===== config.mk =====
export PLATFORM = sky130hd
export DESIGN_NAME = bpsd_ctrl
export DESIGN_NICKNAME = d
export VERILOG_FILES = /design/src/bpsd_pkg.sv /design/src/bpsd_ctrl.sv
export SDC_FILE = /design/constraint.sdc
export NUM_CORES = 1
export LEC_CHECK = 0
export BUFFER_PORTS_ARGS = -buffer_cell sky130_fd_sc_hd__buf_2
export CAP_MARGIN = 20
export CORE_MARGIN = 4
export CORE_UTILIZATION = 45
export CTS_CLUSTER_SIZE = 20
export DETAILED_ROUTE_END_ITERATION = 7
export GPL_ROUTABILITY_DRIVEN = 0
export GPL_TIMING_DRIVEN = 0
export MAX_ROUTING_LAYER = met4
export PLACE_DENSITY = 0.65
export SETUP_SLACK_MARGIN = 0.15
export SYNTH_ARGS = -nofsm -noshare
export SYNTH_HDL_FRONTEND = slang
export SYNTH_SLANG_ARGS = --single-unit

===== constraint.sdc =====
create_clock -name i_clk -period 2.91 [get_ports i_clk]
set_input_delay 0.291 -clock i_clk [delete_from_list [all_inputs] [get_ports i_clk]]
set_output_delay 0.291 -clock i_clk [all_outputs]
set_load 0.05 [all_outputs]

===== src/bpsd_pkg.sv =====
// Shared types, constants and field helpers for the batch point sum/difference block.
package bpsd_pkg;

    localparam int FE_W      = 256;
    localparam int LIMB_W    = 64;
    localparam int IDX_W     = 6;
    localparam int CFG_IDX_W = 4;
    localparam int BATCH_SIZE_DEF = 64;

    // secp256k1 prime and the exponent used for inversion
    localparam logic [FE_W-1:0] P =
        256'hFFFFFFFF_FFFFFFFF_FFFFFFFF_FFFFFFFF_FFFFFFFF_FFFFFFFF_FFFFFFFE_FFFFFC2F;
    localparam logic [FE_W-1:0] P_M2 = P - 256'd2;
    // 2^256 mod p = 2^32 + 977
    localparam logic [32:0] RED_C  = 33'h1_000003D1;
    localparam logic [9:0]  RED_LO = 10'd977;

    // configuration register indexes
    localparam logic [CFG_IDX_W-1:0] CFG_BASE_X_LIMB0 = 4'd0;
    localparam logic [CFG_IDX_W-1:0] CFG_BASE_Y_LIMB0 = 4'd4;
    localparam logic [CFG_IDX_W-1:0] CFG_COUNT        = 4'd8;

    typedef enum logic [3:0] {
        OP_NONE, OP_MOV, OP_ADD, OP_SUB, OP_MUL,
        OP_LDMEM, OP_WRPRE, OP_WRRES, OP_BASE, OP_LDOUT
    } t_op;

    typedef enum logic [3:0] {
        FS_ONE, FS_PX, FS_PY, FS_TX, FS_TY, FS_PR, FS_D, FS_F,
        FS_ACC, FS_INV, FS_PSUM, FS_NUM, FS_LAM, FS_XD, FS_XS
    } t_fsel;

    typedef struct packed {
        logic  start;
        t_op   op;
        t_fsel asel;
        t_fsel bsel;
        t_fsel dsel;
        logic  wr_in;
        logic  zero_out;
    } t_cmd;

    typedef struct packed {
        logic done;
        logic d_zero;
    } t_stat;

    typedef enum logic [4:0] {
        ST_LOAD, ST_BASE,
        ST_F_LD, ST_F_SUB, ST_F_PROD, ST_F_WR,
        ST_I_INIT, ST_I_SQR, ST_I_MUL,
        ST_B_LD, ST_B_SUB, ST_B_INV, ST_B_ACC, ST_B_MOV,
        ST_B_PSUM, ST_B_NUMA, ST_B_LAMA, ST_B_SQA, ST_B_XD,
        ST_B_NUMS, ST_B_LAMS, ST_B_SQS, ST_B_XS, ST_B_WR,
        ST_O_LD, ST_O_SEND
    } t_state;

    typedef enum logic [2:0] {
        MS_IDLE, MS_PROD, MS_FLUSH, MS_FOLD, MS_FIX1, MS_FIX2, MS_FIX3
    } t_mstate;

    // bring a value below 2^256 into [0, p) with one subtraction
    function automatic logic [FE_W-1:0] fe_red(input logic [FE_W-1:0] v);
        logic [FE_W:0] t;
        t = {1'b0, v} - {1'b0, P};
        return t[FE_W] ? v : t[FE_W-1:0];
    endfunction

endpackage


===== src/bpsd_ctrl.sv =====
// Controller: batch loading, forward prefix sweep, inversion, backward sweep, output.
module bpsd_ctrl #(
    parameter int BATCH_SIZE = bpsd_pkg::BATCH_SIZE_DEF,
    localparam int AW = (BATCH_SIZE > 1) ? $clog2(BATCH_SIZE) : 1
) (
    input  logic                        i_clk,
    input  logic                        i_rst_n,
    input  logic                        i_s_valid,
    input  logic                        i_s_last,
    input  logic                        i_m_ready,
    input  bpsd_pkg::t_stat             i_stat,
    output logic                        o_s_ready,
    output logic                        o_m_valid,
    output logic                        o_m_last,
    output logic                        o_m_zero,
    output logic [bpsd_pkg::IDX_W-1:0]  o_m_index,
    output bpsd_pkg::t_cmd              o_cmd,
    output logic [AW-1:0]               o_addr
);
    import bpsd_pkg::*;

    t_state        r_state, n_state;
    logic          r_wait, r_zseen;
    logic [AW-1:0] r_k, r_last, r_zpos;
    logic [7:0]    r_bit;
    logic          w_compute, w_acc_in, w_end_in, w_done, w_k_last;

    assign w_compute = (r_state != ST_LOAD) && (r_state != ST_O_SEND);
    assign w_acc_in  = (r_state == ST_LOAD) && i_s_valid;
    assign w_end_in  = i_s_last || (r_k == AW'(BATCH_SIZE - 1));
    assign w_done    = i_stat.done;
    assign w_k_last  = (r_k == r_last);

    // next state
    always_comb begin
        n_state = r_state;
        case (r_state)
            ST_LOAD:   if (w_acc_in && w_end_in) n_state = ST_BASE;
            ST_O_SEND: if (i_m_ready) n_state = (r_zseen || w_k_last) ? ST_LOAD : ST_O_LD;
            default: begin
                if (w_done) begin
                    case (r_state)
                        ST_BASE:   n_state = ST_F_LD;
                        ST_F_LD:   n_state = ST_F_SUB;
                        ST_F_SUB:  n_state = ST_F_PROD;
                        ST_F_PROD: n_state = ST_F_WR;
                        ST_F_WR:   n_state = !w_k_last ? ST_F_LD
                                           : (r_zseen ? ST_O_LD : ST_I_INIT);
                        ST_I_INIT: n_state = ST_I_SQR;
                        ST_I_SQR:  n_state = P_M2[r_bit] ? ST_I_MUL
                                           : ((r_bit == 8'd0) ? ST_B_LD : ST_I_SQR);
                        ST_I_MUL:  n_state = (r_bit == 8'd0) ? ST_B_LD : ST_I_SQR;
                        ST_B_LD:   n_state = (r_k != '0) ? ST_B_SUB : ST_B_MOV;
                        ST_B_SUB:  n_state = ST_B_INV;
                        ST_B_INV:  n_state = ST_B_ACC;
                        ST_B_ACC:  n_state = ST_B_PSUM;
                        ST_B_MOV:  n_state = ST_B_PSUM;
                        ST_B_PSUM: n_state = ST_B_NUMA;
                        ST_B_NUMA: n_state = ST_B_LAMA;
                        ST_B_LAMA: n_state = ST_B_SQA;
                        ST_B_SQA:  n_state = ST_B_XD;
                        ST_B_XD:   n_state = ST_B_NUMS;
                        ST_B_NUMS: n_state = ST_B_LAMS;
                        ST_B_LAMS: n_state = ST_B_SQS;
                        ST_B_SQS:  n_state = ST_B_XS;
                        ST_B_XS:   n_state = ST_B_WR;
                        ST_B_WR:   n_state = (r_k != '0) ? ST_B_LD : ST_O_LD;
                        ST_O_LD:   n_state = ST_O_SEND;
                        default:   n_state = ST_LOAD;
                    endcase
                end
            end
        endcase
    end

    // command outputs
    always_comb begin
        o_cmd          = '0;
        o_cmd.start    = w_compute && !r_wait;
        o_cmd.op       = OP_NONE;
        o_cmd.asel     = FS_ONE;
        o_cmd.bsel     = FS_ONE;
        o_cmd.dsel     = FS_ONE;
        o_cmd.wr_in    = w_acc_in;
        o_cmd.zero_out = r_zseen;
        case (r_state)
            ST_BASE:   o_cmd.op = OP_BASE;
            ST_F_LD:   o_cmd.op = OP_LDMEM;
            ST_F_SUB:  begin o_cmd.op = OP_SUB; o_cmd.asel = FS_PX; o_cmd.bsel = FS_TX;
                             o_cmd.dsel = FS_D; end
            ST_F_PROD: begin
                o_cmd.op   = (r_k == '0) ? OP_MOV : OP_MUL;
                o_cmd.asel = (r_k == '0) ? FS_D : FS_F;
                o_cmd.bsel = FS_D;
                o_cmd.dsel = FS_F;
            end
            ST_F_WR:   o_cmd.op = OP_WRPRE;
            ST_I_INIT: begin o_cmd.op = OP_MOV; o_cmd.dsel = FS_ACC; end
            ST_I_SQR:  begin o_cmd.op = OP_MUL; o_cmd.asel = FS_ACC; o_cmd.bsel = FS_ACC;
                             o_cmd.dsel = FS_ACC; end
            ST_I_MUL:  begin o_cmd.op = OP_MUL; o_cmd.asel = FS_ACC; o_cmd.bsel = FS_F;
                             o_cmd.dsel = FS_ACC; end
            ST_B_LD:   o_cmd.op = OP_LDMEM;
            ST_B_SUB:  begin o_cmd.op = OP_SUB; o_cmd.asel = FS_PX; o_cmd.bsel = FS_TX;
                             o_cmd.dsel = FS_D; end
            ST_B_INV:  begin o_cmd.op = OP_MUL; o_cmd.asel = FS_PR; o_cmd.bsel = FS_ACC;
                             o_cmd.dsel = FS_INV; end
            ST_B_ACC:  begin o_cmd.op = OP_MUL; o_cmd.asel = FS_ACC; o_cmd.bsel = FS_D;
                             o_cmd.dsel = FS_ACC; end
            ST_B_MOV:  begin o_cmd.op = OP_MOV; o_cmd.asel = FS_ACC; o_cmd.dsel = FS_INV; end
            ST_B_PSUM: begin o_cmd.op = OP_ADD; o_cmd.asel = FS_PX; o_cmd.bsel = FS_TX;
                             o_cmd.dsel = FS_PSUM; end
            ST_B_NUMA: begin o_cmd.op = OP_ADD; o_cmd.asel = FS_PY; o_cmd.bsel = FS_TY;
                             o_cmd.dsel = FS_NUM; end
            ST_B_LAMA: begin o_cmd.op = OP_MUL; o_cmd.asel = FS_NUM; o_cmd.bsel = FS_INV;
                             o_cmd.dsel = FS_LAM; end
            ST_B_SQA:  begin o_cmd.op = OP_MUL; o_cmd.asel = FS_LAM; o_cmd.bsel = FS_LAM;
                             o_cmd.dsel = FS_XD; end
            ST_B_XD:   begin o_cmd.op = OP_SUB; o_cmd.asel = FS_XD; o_cmd.bsel = FS_PSUM;
                             o_cmd.dsel = FS_XD; end
            ST_B_NUMS: begin o_cmd.op = OP_SUB; o_cmd.asel = FS_PY; o_cmd.bsel = FS_TY;
                             o_cmd.dsel = FS_NUM; end
            ST_B_LAMS: begin o_cmd.op = OP_MUL; o_cmd.asel = FS_NUM; o_cmd.bsel = FS_INV;
                             o_cmd.dsel = FS_LAM; end
            ST_B_SQS:  begin o_cmd.op = OP_MUL; o_cmd.asel = FS_LAM; o_cmd.bsel = FS_LAM;
                             o_cmd.dsel = FS_XS; end
            ST_B_XS:   begin o_cmd.op = OP_SUB; o_cmd.asel = FS_XS; o_cmd.bsel = FS_PSUM;
                             o_cmd.dsel = FS_XS; end
            ST_B_WR:   o_cmd.op = OP_WRRES;
            ST_O_LD:   o_cmd.op = OP_LDOUT;
            default:   o_cmd.op = OP_NONE;
        endcase
    end

    assign o_addr    = r_k;
    assign o_s_ready = (r_state == ST_LOAD);
    assign o_m_valid = (r_state == ST_O_SEND);
    assign o_m_zero  = r_zseen;
    assign o_m_last  = r_zseen || w_k_last;
    assign o_m_index = IDX_W'(r_zseen ? r_zpos : r_k);

    always_ff @(posedge i_clk) begin
        if (!i_rst_n) begin
            r_state <= ST_LOAD;
            r_wait  <= 1'b0;
            r_k     <= '0;
            r_last  <= '0;
            r_zseen <= 1'b0;
            r_zpos  <= '0;
            r_bit   <= 8'd255;
        end else begin
            r_state <= n_state;
            r_wait  <= w_compute && !w_done;
            case (r_state)
                ST_LOAD: begin
                    if (w_acc_in) begin
                        if (w_end_in) begin
                            r_last <= r_k;
                            r_k    <= '0;
                        end else begin
                            r_k <= r_k + AW'(1);
                        end
                    end
                end
                ST_F_PROD: begin
                    if (o_cmd.start && i_stat.d_zero && !r_zseen) begin
                        r_zseen <= 1'b1;
                        r_zpos  <= r_k;
                    end
                end
                ST_F_WR: begin
                    if (w_done) begin
                        if (!w_k_last) r_k <= r_k + AW'(1);
                        r_bit <= 8'd255;
                    end
                end
                ST_I_SQR, ST_I_MUL: begin
                    if (w_done && (r_state == ST_I_MUL || !P_M2[r_bit])) begin
                        if (r_bit == 8'd0) r_k <= r_last;
                        else r_bit <= r_bit - 8'd1;
                    end
                end
                ST_B_WR: begin
                    if (w_done && r_k != '0) r_k <= r_k - AW'(1);
                end
                ST_O_SEND: begin
                    if (i_m_ready) begin
                        if (r_zseen || w_k_last) begin
                            r_k     <= '0;
                            r_zseen <= 1'b0;
                            r_zpos  <= '0;
                        end else begin
                            r_k <= r_k + AW'(1);
                        end
                    end
                end
                default: ;
            endcase
        end
    end

    // a result and an input are never open together
    a_no_overlap: assert property (@(posedge i_clk) disable iff (!i_rst_n)
        !(o_m_valid && o_s_ready))
        else $error("result offered while input is open");

    // datapath completion only answers an issued command
    a_done_issued: assert property (@(posedge i_clk) disable iff (!i_rst_n)
        i_stat.done |-> r_wait)
        else $error("datapath completion without an issued command");

    // a flagged zero result closes the batch
    a_zero_last: assert property (@(posedge i_clk) disable iff (!i_rst_n)
        (o_m_valid && o_m_zero) |-> o_m_last)
        else $error("zero-denominator result not marked last");
endmodule


---- Yosys cells after proc, flatten, opt, wreduce, memory -nomap -nowiden ----
Memories as Yosys holds them, arrays and structs flattened. A register that Yosys moved wholly into a read port is not among the register bits.
Index checks and enable logic that the tools add are counted.
storage, ports and cells
  bits in read-only memories .............. 256
  logic and storage cells ................. 145
  bits of input ports ..................... 7
  register bits ........................... 33
  memories ................................ 1
  output and inout port bits .............. 35
memory list
  name              depth  bits a word  read ports  clocked after Yosys merged registers in  wr ports  line              text
  (name not given)  256    1            1           1                                        0         bpsd_ctrl.sv:178  if (w_done && (r_state == ST_I_MUL || !P_M2[r_bit])) begin
operators by class
  order comparisons ....................... 1
  reduce and logical (&&, ||, !) cells .... 50
  multiplexer cells ....................... 44
  add/subtract/negate cells ............... 3
  eq/ne operators ......................... 39
operators by type and width
  operator              number
  $pmux W5 S23          1
  $mux W6               13
  $pmux W4 S9           2
  $eq A5 B5 Y1 const B  10
  $eq A5 B4 Y1 const B  8
  $mux W5               8
  $mux W8               5
  $pmux W4 S10          1
  $pmux W4 S8           1
  $pmux W6 S5           1
  $reduce_or A2 Y1      15
  $eq A5 B3 Y1 const B  4
  $ne A2 B2 Y1 const B  8
  $pmux W8 S2           1
  $pmux W6 S2           1
  $eq A5 B2 Y1 const B  2
  $pmux W5 S2           1
  $reduce_bool A5 Y1    2
  $logic_and A1 B1 Y1   9
  $lt A8 B9 Y1 const B  1
  $logic_not A8 Y1      1
  $reduce_and A4 Y1     2
  $reduce_and A8 Y1     1
  $reduce_or A4 Y1      2
  23 further kinds      37

---- Logic depth before layout (Yosys ltp) ----
Gate-level depths: netlist of run 1.
  depth after elaboration ................. 9
  mapped depth ............................ 10
  gate-level depth less buffers ........... 9

---- Worst setup path after synthesis of run 1 ----
Ideal clock, no wire load.
  kind .................................... reg2out
  start point ............................. reg r_k[0], in the netlist o_addr[0]
  end point ............................... out o_cmd[10] (netlist name)
  arrival time ............................ 2.925 ns
  buffers on the path ..................... 1
  required time ........................... 2.619 ns
  cell stages (with the launch flop) ...... 10
  setup slack ............................. -0.306 ns
  cell sequence ........................... dfxtp_1 clkbuf_1 inv_1 ha_1 or3b_2 nor2_1 inv_1 a22oi_1 o22a_1 o21ai_0
RTL lines
  element                 line              text
  start, declared         bpsd_ctrl.sv:24   logic [AW-1:0] r_k, r_last, r_zpos;
  start signal, assigned  bpsd_ctrl.sv:161  r_k <= r_k + AW'(1);
  start signal, assigned  bpsd_ctrl.sv:173  if (!w_k_last) r_k <= r_k + AW'(1);
  start signal, assigned  bpsd_ctrl.sv:179  if (r_bit == 8'd0) r_k <= r_last;
  end, declared           bpsd_ctrl.sv:17   output bpsd_pkg::t_cmd o_cmd,

==> results of run 1 <==
[final timing paths]
kind | startpoint | endpoint | slack [ps] | cells after the start
max | o_addr[0] | o_cmd[16] | 210 | 11
max reg2reg | r_state[2] | register | 280 | 8
min reg2reg | r_zpos[0] | r_zpos[0] | 500 | 2
min | i_rst_n | r_bit[2] | 230 | 2
[cell families after synthesis]
group | after synthesis
AND/OR/NAND/NOR | 148
buffers and inverters | 47
multiplexers | 14
XOR/XNOR | 14
flip-flops | 34
AO/OA/AOI/OAI | 128
adder cells (fa/ha/maj) | 3
[per-layer routing]
metal / global-route usage / routed length [um]
met2: 0.364 / 4040
met1: 0.345 / 4030
met4: 0.0976 / 225
met3: 0.0416 / 770
met5: - / 0
[registers in the layout, summed over array words and instances (netlist names), named ones only]
name      cells
r_state       5
r_zpos        6
r_last        6
r_wait        1
o_addr        6
o_m_zero      1
r_bit         8
[placed cells by master (no fill, tap or decap), types with 4 or more instances in the layout]
master / count
nand3_1: 6
xor2_1: 11
nor2_1: 50
inv_1: 12
o21a_1: 5
o31ai_1: 5
mux2i_1: 9
clkbuf_1: 15
dfxtp_1: 34
o22ai_1: 9
buf_2: 44
o21ai_0: 27
nand4_1: 4
nor3_1: 9
a31oi_1: 5
clkbuf_2: 5
mux2_2: 5
nand2_1: 41
a21oi_1: 17
a22oi_1: 10
clkbuf_8: 6
nand2b_1: 5
[metrics by stage]
step,setup slack [ps],hold WS (ps),std cells
after floorplan,70.1,380,388
after global placement,35.7,475,503
after detailed placement,30.6,485,503
after CTS,119,221,510
after global routing,65.3,239,510
final,205,228,510
[timing repair]
item | CTS | global route
cloned | 0 | 0
setup endpoints to repair | 11 | 19
resized for setup | 7 | 23
endpoints found under the hold margin | 0 | 0
pin swaps | 1 | 0
[power groups by stage]
stage / logic [uW] / registers [uW] / clock network, uW
floorplan: 1610 / 582 / 0
global placement: 2110 / 556 / 0
detailed placement: 2110 / 559 / 0
CTS: 2140 / 548 / 468
global route: 2370 / 555 / 486
finish: 2220 / 549 / 456
[worst max-delay path: cells and delay by family (launching register included)]
family | cells | cell delay, ps
fa+ha+maj | 1 | 190
compound gates | 3 | 430
buf+inv | 4 | 500
flops | 1 | 330
simple gates | 3 | 680
[cell type report]
type / instances / area share
clock buffer: 6 / 0.0251
clock inverter: 1 / 0.00912
sequential: 34 / 0.207
buffer: 31 / 0.0460
inverter: 16 / 0.0186
multi-input combinational: 307 / 0.603
timing repair buffer: 40 / 0.0627
tap: 75 / 0.0285
[synth_stat cells (all sizes together), types with 6 or more instances]
cell type / n
o22ai: 10
clkbuf: 22
a21oi: 18
a22oi: 10
dfxtp: 34
o21a: 6
mux2i: 9
buf: 9
nor3: 9
nor2: 53
o21ai: 31
inv: 13
nand2: 41
o31ai: 6
a31oi: 6
xor2: 11
nand3: 6
==> results, run 1 <==
- In this design, the stage delay of the slowest critical-path cell is approximately 430 ps.
- The synthesized-area fraction occupied by adder cells is 0.0133.
- In this run the worst hold path is classified as in2reg.
- In this run, CTS created clock tree buffers numbering 5.
- Of the total synthesized cell area, the portion taken by AND, OR, NAND and NOR gates is 0.258.
- The quantity of I/O buffers inserted on ports is 40.
- Setup repair after global routing could not meet its margin everywhere.
- The kind of start point of the critical path is a register.
- The starting density of the core is 0.470.
- The number of nets in the final layout is 445.
- The relative contribution of sequential cells to total power is 0.170.
- Once detailed placement completed, the half-perimeter wirelength came to 6630 um.
- The design internal power is roughly 1400 uW.
- The CTS clock-pin slew for the worst setup and hold paths is 70 ps.
- Registers take 681 um2.
- The worst path arrival time is roughly 2400 ps.
- The die boundary height is ~87 um.
- The portion of synthesized area spent on multiplexers is 0.0520.
- Of the available clock period, the critical path in the final layout requires 0.929.
- The maximum level of the CTS H-tree is 2.
- The number of hold buffers added after CTS was 0.
- The number of global-route vias before repair was 2998.
- The via density per instance is 6.35.
- At the end of the flow the core is filled with cells to 0.550.
- The TritonCTS clock tree is yes.
- The area occupied by multi-input gates is approximately 0.002 mm2.
- The combinational group share of total power is 0.689.
- The proportion of total power due to net switching is 0.563.
- The worst setup path is captured at an output pin.
- The required time of the critical path is roughly 2600 ps.
- In this run, synthesis inferred 0 flip-flops with an integrated enable.
- Summing all placed instances gives a cell area of about 0.0031 mm2.
- The count of pins over their slew limit is 0.
- For this run, design rule violations remaining after detail routing come to 0.
- Based on the critical path, the design can be clocked at up to around 370 MHz.
- Counting every instance in the synthesized netlist gives 388.
- The largest family of logic cells by synthesized area is compound AO/OA/AOI/OAI gates.
- The synthesized-area fraction occupied by xor and xnor cells is 0.0435.
- The number of iterations in the first detailed-routing pass is 6.
- In this run the power spent charging and discharging nets is roughly 1800 uW.
- The most area-hungry cell type in the Yosys netlist is dfxtp_1.
- The areal power density over the cells is around 980 mW/mm2.
- Traced cell by cell, the critical path runs through buf_2, inv_2, ha_2, or3b_4, nor2_4, inv_1, nand2_1, a21oi_1, a221oi_2, o22ai_2, buf_6.
- The share of the synthesized area in compound gates (AO/OA/AOI/OAI) was 0.320.
- The count of endpoints failing setup in the final report is 0.
- Pin placement for this block handled between 40 and 50 I/O pins.
- After synthesis the cells add up to 0.00282 mm2.
- The share of total power dissipated in the clock network is 0.141.
- After layout, the minimum clock period comes to about 2700 ps.
- Summing over every cut layer, the via total after detailed routing is 3239.
- The share of flip-flops with an asynchronous set or reset is 0.
- The floorplan row count is 28.
- The clock reaches the later pin of the worst-skew pair after 290 ps.
- The wire length of the first global-routing pass is roughly 15000 um.
- By area the synthesized netlist is led by dfxtp_1 (24%), nor2_1 (6.9%), nand2_1 (5.5%), o21ai_0 (5.0%), xor2_1 (3.4%).
- The total power consumption of the routed design is 3230 uW.
- After synthesis, the mean cell area works out to roughly 7.3 um2.
- For this run the aggregate overflow at the end of global routing stands at 0.
- In this run the tightest slew margin relative to its limit is 0.429.
- The number of buffers added for setup after CTS is 0.
- The clock root buffer is clkbuf_8.
- In this run the worst path has a maximum fanout of 7.
- In the final routed layout, each cell accounts on average for between 15 and 20 um.
- The maximum number of pins on one net before global-route repair is 11.
- For this design, the slowest cell found on the critical path is or3b_4.
- The count of cell types in the netlist is between 70 and 80.
- The longest clock path from root to sink contains 2 buffers.
- The repair_antennas step left the layout with diodes totalling 0.
- The initial antenna violation count came to 0.
- The critical path is of the reg2out type.
- The floorplan core area is 0.00599 mm2.
- The count of max-cap constraint violations is 0.
- VDD sags by at most approximately 0.5 mV.
- The maximum clock skew at final layout is approximately 9.2 ps.
- The final sum of negative setup slack is 0 ps.
- The clock net in this run drives a total of 34 sinks.
- In the global route stage, overall resource usage came out at 0.250.
- Synthesis produced a netlist with a net count of just under 400.
- The finished cells cover approximately 0.0033 mm2.
- The die outline area is around 0.0076 mm2.
- The most used flip-flop cell after synthesis is dfxtp_1.
- The number of warnings issued by yosys is 0.
- The flop and latch count out of synthesis is 34.
- Compared with the post-synthesis result, the final layout area differs by 17.0%.
- The flow ran to the end, and the final reports show no timing, DRC or antenna violations.
- The detailed router finished its first iteration with between 300 and 400 violations.
- From left edge to right edge, the die measures approximately 87 um.
- The detail route stage leaves a number of antenna-violating nets equal to 0.
- In the final layout, the share of cells above drive strength 1 is 0.221.
- Counting the fill cells in the layout gives between 500 and 600.
- The share of Yosys cell area claimed by the top area cell type is 0.242.
- The hold violation count in the final report is 0.
- The total detailed-routing wirelength is slightly above 9000 um.
- The part of the Yosys area used for sequential elements is 0.242.
- At the pin with the least slew margin, the transition time is 847 ps.
- In this run the static leakage power is 0.00136 uW.
Note: power is estimated with default switching activity, not from simulation.
==> run 2, diff against run 1 <==
REMOVE_ABC_BUFFERS = 1   (was default)
==> results, run 2 (same netlist as run 1, synthesis figures left out) <==
- The run finished with clean final reports.
- The count of unresolved DRC violations after routing came to 0 (unchanged).
- The required time of the critical path was 3090 ps (+470 ps).
- The placed instance count came to 473 (-6.0%).
- The total clock buffers created by CTS is 5 (unchanged).
- The starting density of the core is 0.470 (unchanged).
- The floorplan row count was 28 (unchanged).
- The detailed placer's ending HPWL is 5560 um (-16%).
- The clock latency on the worst-skew pair was 290 ps (about the same).
- The hold violation count in the final report was 0 (unchanged).
- The worst setup path is of the reg2reg kind.
- The violation count after the first detailed-route iteration is 415 (+8.9%).
- The total vias in the final route is 3009 (-7.1%).
- The horizontal extent of the die was 87.1 um (unchanged).
- The final instance count without filler cells is 482 (-5.5%).
- The maximum clock skew at final layout was 7.36 ps (-1.88 ps).
- The count of pins over their slew limit is 0 (unchanged).
- The initial antenna violation count came to 0 (unchanged).
- The total detailed-routing wirelength was 7860 um (-13%).
- The sink count of the clock tree was 34 (unchanged).
- The quantity of I/O buffers inserted on ports is 41 (+2.5%).
- The worst relative slew slack came to 0.496 (+0.0670).
- The cell area reported after detailed placement is 0.00297 mm2 (-4.8%).
- The maximum level of the CTS H-tree was 2 (unchanged).
- From synthesis to final layout, the design area changed by 11.7%.
- The number of global-route vias before repair was 2693 (-10%).
- The final routed wire length divided by cell count is 16.3 um (-8.3%).
- The number of top-level design ports is 42 (unchanged).
- The worst path arrival time is 2820 ps (+410 ps).
- The global-route total usage across every layer was 0.219 (-0.0314).
- The highest fanout seen on the critical path is 8 (+1).
- Leaving out fill and tap cells, the most frequent cell in the layout is nor2_1.
- The number of iterations in the first detailed-routing pass was 5 (-1).
- The worst setup path startpoint is r_bit[0].
- The count of max-cap constraint violations is 0 (unchanged).
- The maximum number of pins on one net before global-route repair was 39 (+28).
- The wire length of the first global-routing pass is 13100 um (-11%).
- The floorplan core area came to 0.00599 mm2 (unchanged).
- The areal power density over the cells is 957 mW/mm2 (-2.3%).
- The highest clock frequency the design can meet is 378 MHz (+2.4%).
- TritonCTS built the clock tree.
- The slew at the pin closest to its max-slew limit is 748 ps (-99.5 ps).
- In this run the clock root is driven by a clkbuf_8.
- The critical register-to-register path startpoint is r_bit[0].
- The number of nets with antenna violations after detailed routing is 0 (unchanged).
- The via density per instance came to 6.24 (-1.7%).
- The number of nets in the final layout is 416 (-6.5%).
- The leakage power was 0.00127 uW (-6.3%).
- The total grt overflow is 0 (unchanged).
- The die boundary height is 87.1 um (unchanged).
- The clock period minus worst slack is 2640 ps (-62.5 ps).
- The share of post-route cells with drive strength above 1 came to 0.214 (-0.00693).
- STA classifies the critical path endpoint as a register.
- The class of the tightest hold or removal check is in2reg.
- The maximum VDD drop is 0.650 mV (+28%).
- The CTS clock-pin slew for the worst setup and hold paths is 70 ps (about the same).
- STA classifies the critical path startpoint as a register.
- The largest register by flop count is r_bit.
- The count of endpoints failing setup in the final report is 0 (unchanged).
- The maximum count of clock buffers along a single path was 2 (unchanged).
- The post-route standard cell area excluding fillers was 0.00315 mm2 (-4.5%).
- The total of fill cells in the finished design is 575 (-0.69%).
- The startpoint identified for the worst hold timing path is i_rst_n.
- The final hold slack came to 315 ps (+86.6 ps).
- The share of the cycle needed by the critical path after routing is 0.908 (-0.0215).
- The number of flip-flops in the largest register was 8 (unchanged).
- Setup repair after global routing left no endpoint under its margin.
- The final antenna diode count is 0 (unchanged).
- The die outline area is 0.00759 mm2 (unchanged).
- In the layout the commonest cells are nor2_1 (50), nand2_1 (41), buf_2 (40).
-- run 2: changes by cell type in the layout (fill, tap and decap cells not counted), moves of 2 or more --
cell | previous run | this run
clkbuf_2 | 5 | 0
buf_2 | 44 | 40
clkbuf_1 | 15 | 0
buf_6 | 3 | 0
dfxtp_4 | 0 | 6
buf_1 | 2 | 0
clkbuf_8 | 6 | 8
dfxtp_1 | 34 | 27
-- run 2: through the flow --
| step | setup TNS (ps) | power [uW] | setup slack (ps) | utilization |
|---|---|---|---|---|
| global route | 0 | 3200 | 152 | 0.525 |
| detailed placement | -1120 | 2530 | -213 | 0.496 |
| finish | 0 | 3010 | 268 | 0.525 |
| CTS | 0 | 2960 | 170 | 0.518 |
| global placement | -1430 | 2530 | -244 | 0.496 |
| floorplan | -356 | 2100 | -248 | - |
-- run 2: report_power, final --
group          switching, uW  leakage [uW]  internal (uW)  total, uW
clock network            171     0.0000575            239        410
registers                212      0.000280            525        737
logic                   1320      0.000934            546       1860
-- run 2: timing repair --
action	in CTS	in global routing
endpoints found under the hold margin	0	0
resized for setup	12	11
hold buffers	0	0
pin swaps	1	1
buffers inserted	0	1
endpoints found under the setup margin	35	25
-- run 2: worst paths after layout --
| check | end | slack (ps) | cells after the start |
|---|---|---|---|
| setup / recovery | register | 270 | 8 |
| hold / removal | r_bit[1] | 310 | 2 |
| setup reg to reg | register | 270 | 8 |
| hold reg to reg | r_zpos[5] | 500 | 2 |
-- run 2: critical path: stages, from the launching register on --
cell,delay [ps]
dfxtp_1,320
inv_1,100
ha_1,230
or3b_2,500
o21a_4,240
a31oi_1,330
mux2i_1,210
a211o_1,320
a211o_1,290
-- run 2: layout make-up --
class                   instances  area [um2]  share of cell area
repair buffers                 42         215              0.0684
well taps                      75        93.8              0.0298
inverters                      16        65.1              0.0207
flip-flops and latches         34         704               0.224
multi-input cells             307        1960               0.622
clock buffers                   8         110              0.0350
-- run 2: routing by layer --
| metal | track usage | part of all wire | vias up |
|---|---|---|---|
| li1 | - | - | 1471 |
| met1 | 0.303 | 0.47 | 1388 |
| met2 | 0.327 | 0.45 | 136 |
| met3 | 0.0407 | 0.068 | 14 |
| met4 | 0.0586 | 0.017 | 0 |
| met5 | - | 0 | - |
==> run 3, diff against run 2 <==
CORE_UTILIZATION = 25   (was 45)
PLACE_DENSITY = default   (was 0.65)
SLEW_MARGIN = 20   (was default)
TNS_END_PERCENT = 20   (was default)
==> results, run 3 (same netlist as run 1, synthesis figures left out) <==
- The flow ran to the end, and the final reports show no timing, DRC or antenna violations.
- The start-to-end type of the worst setup path is reg2out.
- The clock period minus worst slack is 2730 ps (+88.5 ps).
- The critical path goes through clkinvlp_4, nor2_2, nor2_1, a221oi_1, o22ai_1, buf_2.
- The number of flip-flops in the largest register is 8 (unchanged).
- The largest stage delay on the critical path is 630 ps (+130 ps).
- The clock latency on the worst-skew pair is 280 ps (about the same).
- The number of stages on the worst hold path came to 2 (unchanged).
- The cell area reported after detailed placement is 0.00305 mm2 (+2.7%).
- The worst path arrival time is 2440 ps (-380 ps).
- Setup repair after global routing could not meet its margin everywhere.
- The violation count after the first detailed-route iteration is 234 (-44%).
- The maximum level of the CTS H-tree is 2 (unchanged).
- The hold violation count in the final report is 0 (unchanged).
- The quantity of I/O buffers inserted on ports is 41 (unchanged).
- Among all stages on the critical path, the largest delay is contributed by dfxtp_2.
- The maximum clock skew at final layout was 10.9 ps (+3.53 ps).
- The area overhead of the layout relative to synthesis is 16.5%.
- The required time of the critical path is 2620 ps (-470 ps).
- The number of iterations in the first detailed-routing pass is 5 (unchanged).
- The top cell types in the final layout, fill and taps aside, are nor2_1 (50), nand2_1 (41), buf_2 (40).
- The switching power is 1740 uW (+2.4%).
- The slew at the pin closest to its max-slew limit was 793 ps (+45.5 ps).
- The global-route total usage across every layer was 0.133 (-0.0856).
- The number of nets with antenna violations after detailed routing is 0 (unchanged).
- The worst relative slew slack came to 0.466 (-0.0307).
- The die outline area came to 0.0130 mm2 (+72%).
- The critical path's top delay family is flip-flops.
- The die boundary height is 114 um (+31%).
- The post-route standard cell area excluding fillers is 0.00328 mm2 (+4.3%).
- The count of endpoints failing setup in the final report is 0 (unchanged).
- The maximum count of clock buffers along a single path is 2 (unchanged).
- The floorplan core area is 0.0109 mm2 (+83%).
- The kind of start point of the critical path is a register.
- The sink count of the clock tree is 34 (unchanged).
- The initial antenna violation count is 0 (unchanged).
- The clock share of power came to 0.166 (+0.030).
- The count of max-cap constraint violations is 0 (unchanged).
- The total detailed-routing wirelength is 8580 um (+9.1%).
- The detailed placer's ending HPWL was 6120 um (+10%).
- The via density per instance is 5.60 (-10%).
- The starting density of the core was 0.258 (-0.213).
- The relative contribution of sequential cells to total power came to 0.233 (-0.012).
- The endpoint type of the worst setup path is an output pin.
- The highest fanout seen on the critical path is 24 (+16).
- The total clock buffers created by CTS came to 5 (unchanged).
- The number of nets in the final layout is 417 (+0.24%).
- The total power consumption of the routed design is 3160 uW (+5.0%).
- The TritonCTS clock tree is yes.
- The buffering stage count on the worst path with inverters included is 2 (+1).
- The final antenna diode count is 0 (unchanged).
- The maximum number of pins on one net before global-route repair is 39 (unchanged).
- The path depth of the worst reg2reg path is 7 (-1).
- The maximum VDD drop is 0.437 mV (-33%).
- The final routed wire length divided by cell count was 15.7 um (-4.0%).
- The most common cell after layout, fill and taps aside is nor2_1.
- The combinational group share of total power is 0.601 (-0.018).
- The final hold slack is 349 ps (+34.5 ps).
- The share of the cycle needed by the critical path after routing came to 0.938 (+0.0304).
- The highest clock frequency the design can meet is 366 MHz (-3.2%).
- The share of post-route cells with drive strength above 1 is 0.208 (-0.00543).
- The clock root buffer is clkbuf_16.
- The proportion of total power due to net switching is 0.551 (-0.0142).
- The design internal power is 1420 uW (+8.5%).
- The wire length of the first global-routing pass was 14100 um (+8.1%).
- The floorplan row count was 38 (+36%).
- Ranked by flip-flop count, first place goes to r_bit.
- The number of stages on the worst setup path is 6 (-2).
- The number of top-level design ports is 42 (unchanged).
- The CTS clock-pin slew for the worst setup and hold paths is 60 ps (about the same).
- The horizontal extent of the die is 114 um (+31%).
- The total vias in the final route is 3071 (+2.1%).
- The class of the tightest hold or removal check is in2reg.
- The leakage power came to 0.00129 uW (+1.8%).
- The total grt overflow was 0 (unchanged).
- The count of unresolved DRC violations after routing is 0 (unchanged).
- The count of pins over their slew limit is 0 (unchanged).
- The areal power density over the cells is 964 mW/mm2 (+0.72%).
- The number of global-route vias before repair is 2857 (+6.1%).
[run 3: changes by cell type in the layout (fill, tap and decap cells not counted), moves of 2 or more]
cell	before	now
dfxtp_4	6	4
clkbuf_16	0	5
clkbuf_8	8	1
dfxtp_1	27	29
clkinvlp_4	1	3
[run 3: metal layers]
| metal | track usage | vias to the layer above | wire length, um | part of all wire |
|---|---|---|---|---|
| met3 | 0.0275 | 14 | 571 | 0.067 |
| met2 | 0.215 | 114 | 4130 | 0.48 |
| met4 | 0.0285 | 0 | 112 | 0.013 |
| met1 | 0.172 | 1475 | 3760 | 0.44 |
| li1 | - | 1468 | - | - |
| met5 | - | - | 0 | 0 |
[run 3: per-stage QoR]
step                      instances  worst slack, ps  setup TNS, ps  utilization
final                           548              179              0        0.300
after global routing            548             52.7              0        0.300
after detailed placement        538             -234          -1760        0.279
after global placement          538             -218          -1160        0.279
after CTS                       546             94.1              0        0.295
after floorplan                 357             -248           -356            -
[run 3: path summary, 6_finish.rpt]
path	start	end	slack (ps)
min reg2reg	r_zpos[3]	r_zpos[3]	500
max reg2reg	r_state[0]	register	220
min	i_rst_n	r_bit[1]	350
max	r_state[0]	o_cmd[4]	180
[run 3: area by class of cell]
class                      instances  area [um2]
sequential                        34         697
clock inverter                     1        5.00
inverter                          16        71.3
timing repair buffer              43         235
fill                            1193        7650
multi-input combinational        307        1950
clock buffer                       7         143
tap                              140         175
[run 3: power by group through the flow]
stage	clock network (uW)	registers (uW)	logic [uW]
2_1_floorplan	0	701	1390
6_report	524	738	1900
5_1_grt	561	756	2040
3_3_place_gp	0	716	1830
4_1_cts	537	717	1860
3_5_place_dp	0	723	1840
[run 3: what timing repair did]
item,in CTS,in global routing
buffers inserted,0,2
resized for setup,10,9
gates cloned,0,0
endpoints found under the setup margin,37,25
hold buffers,0,0
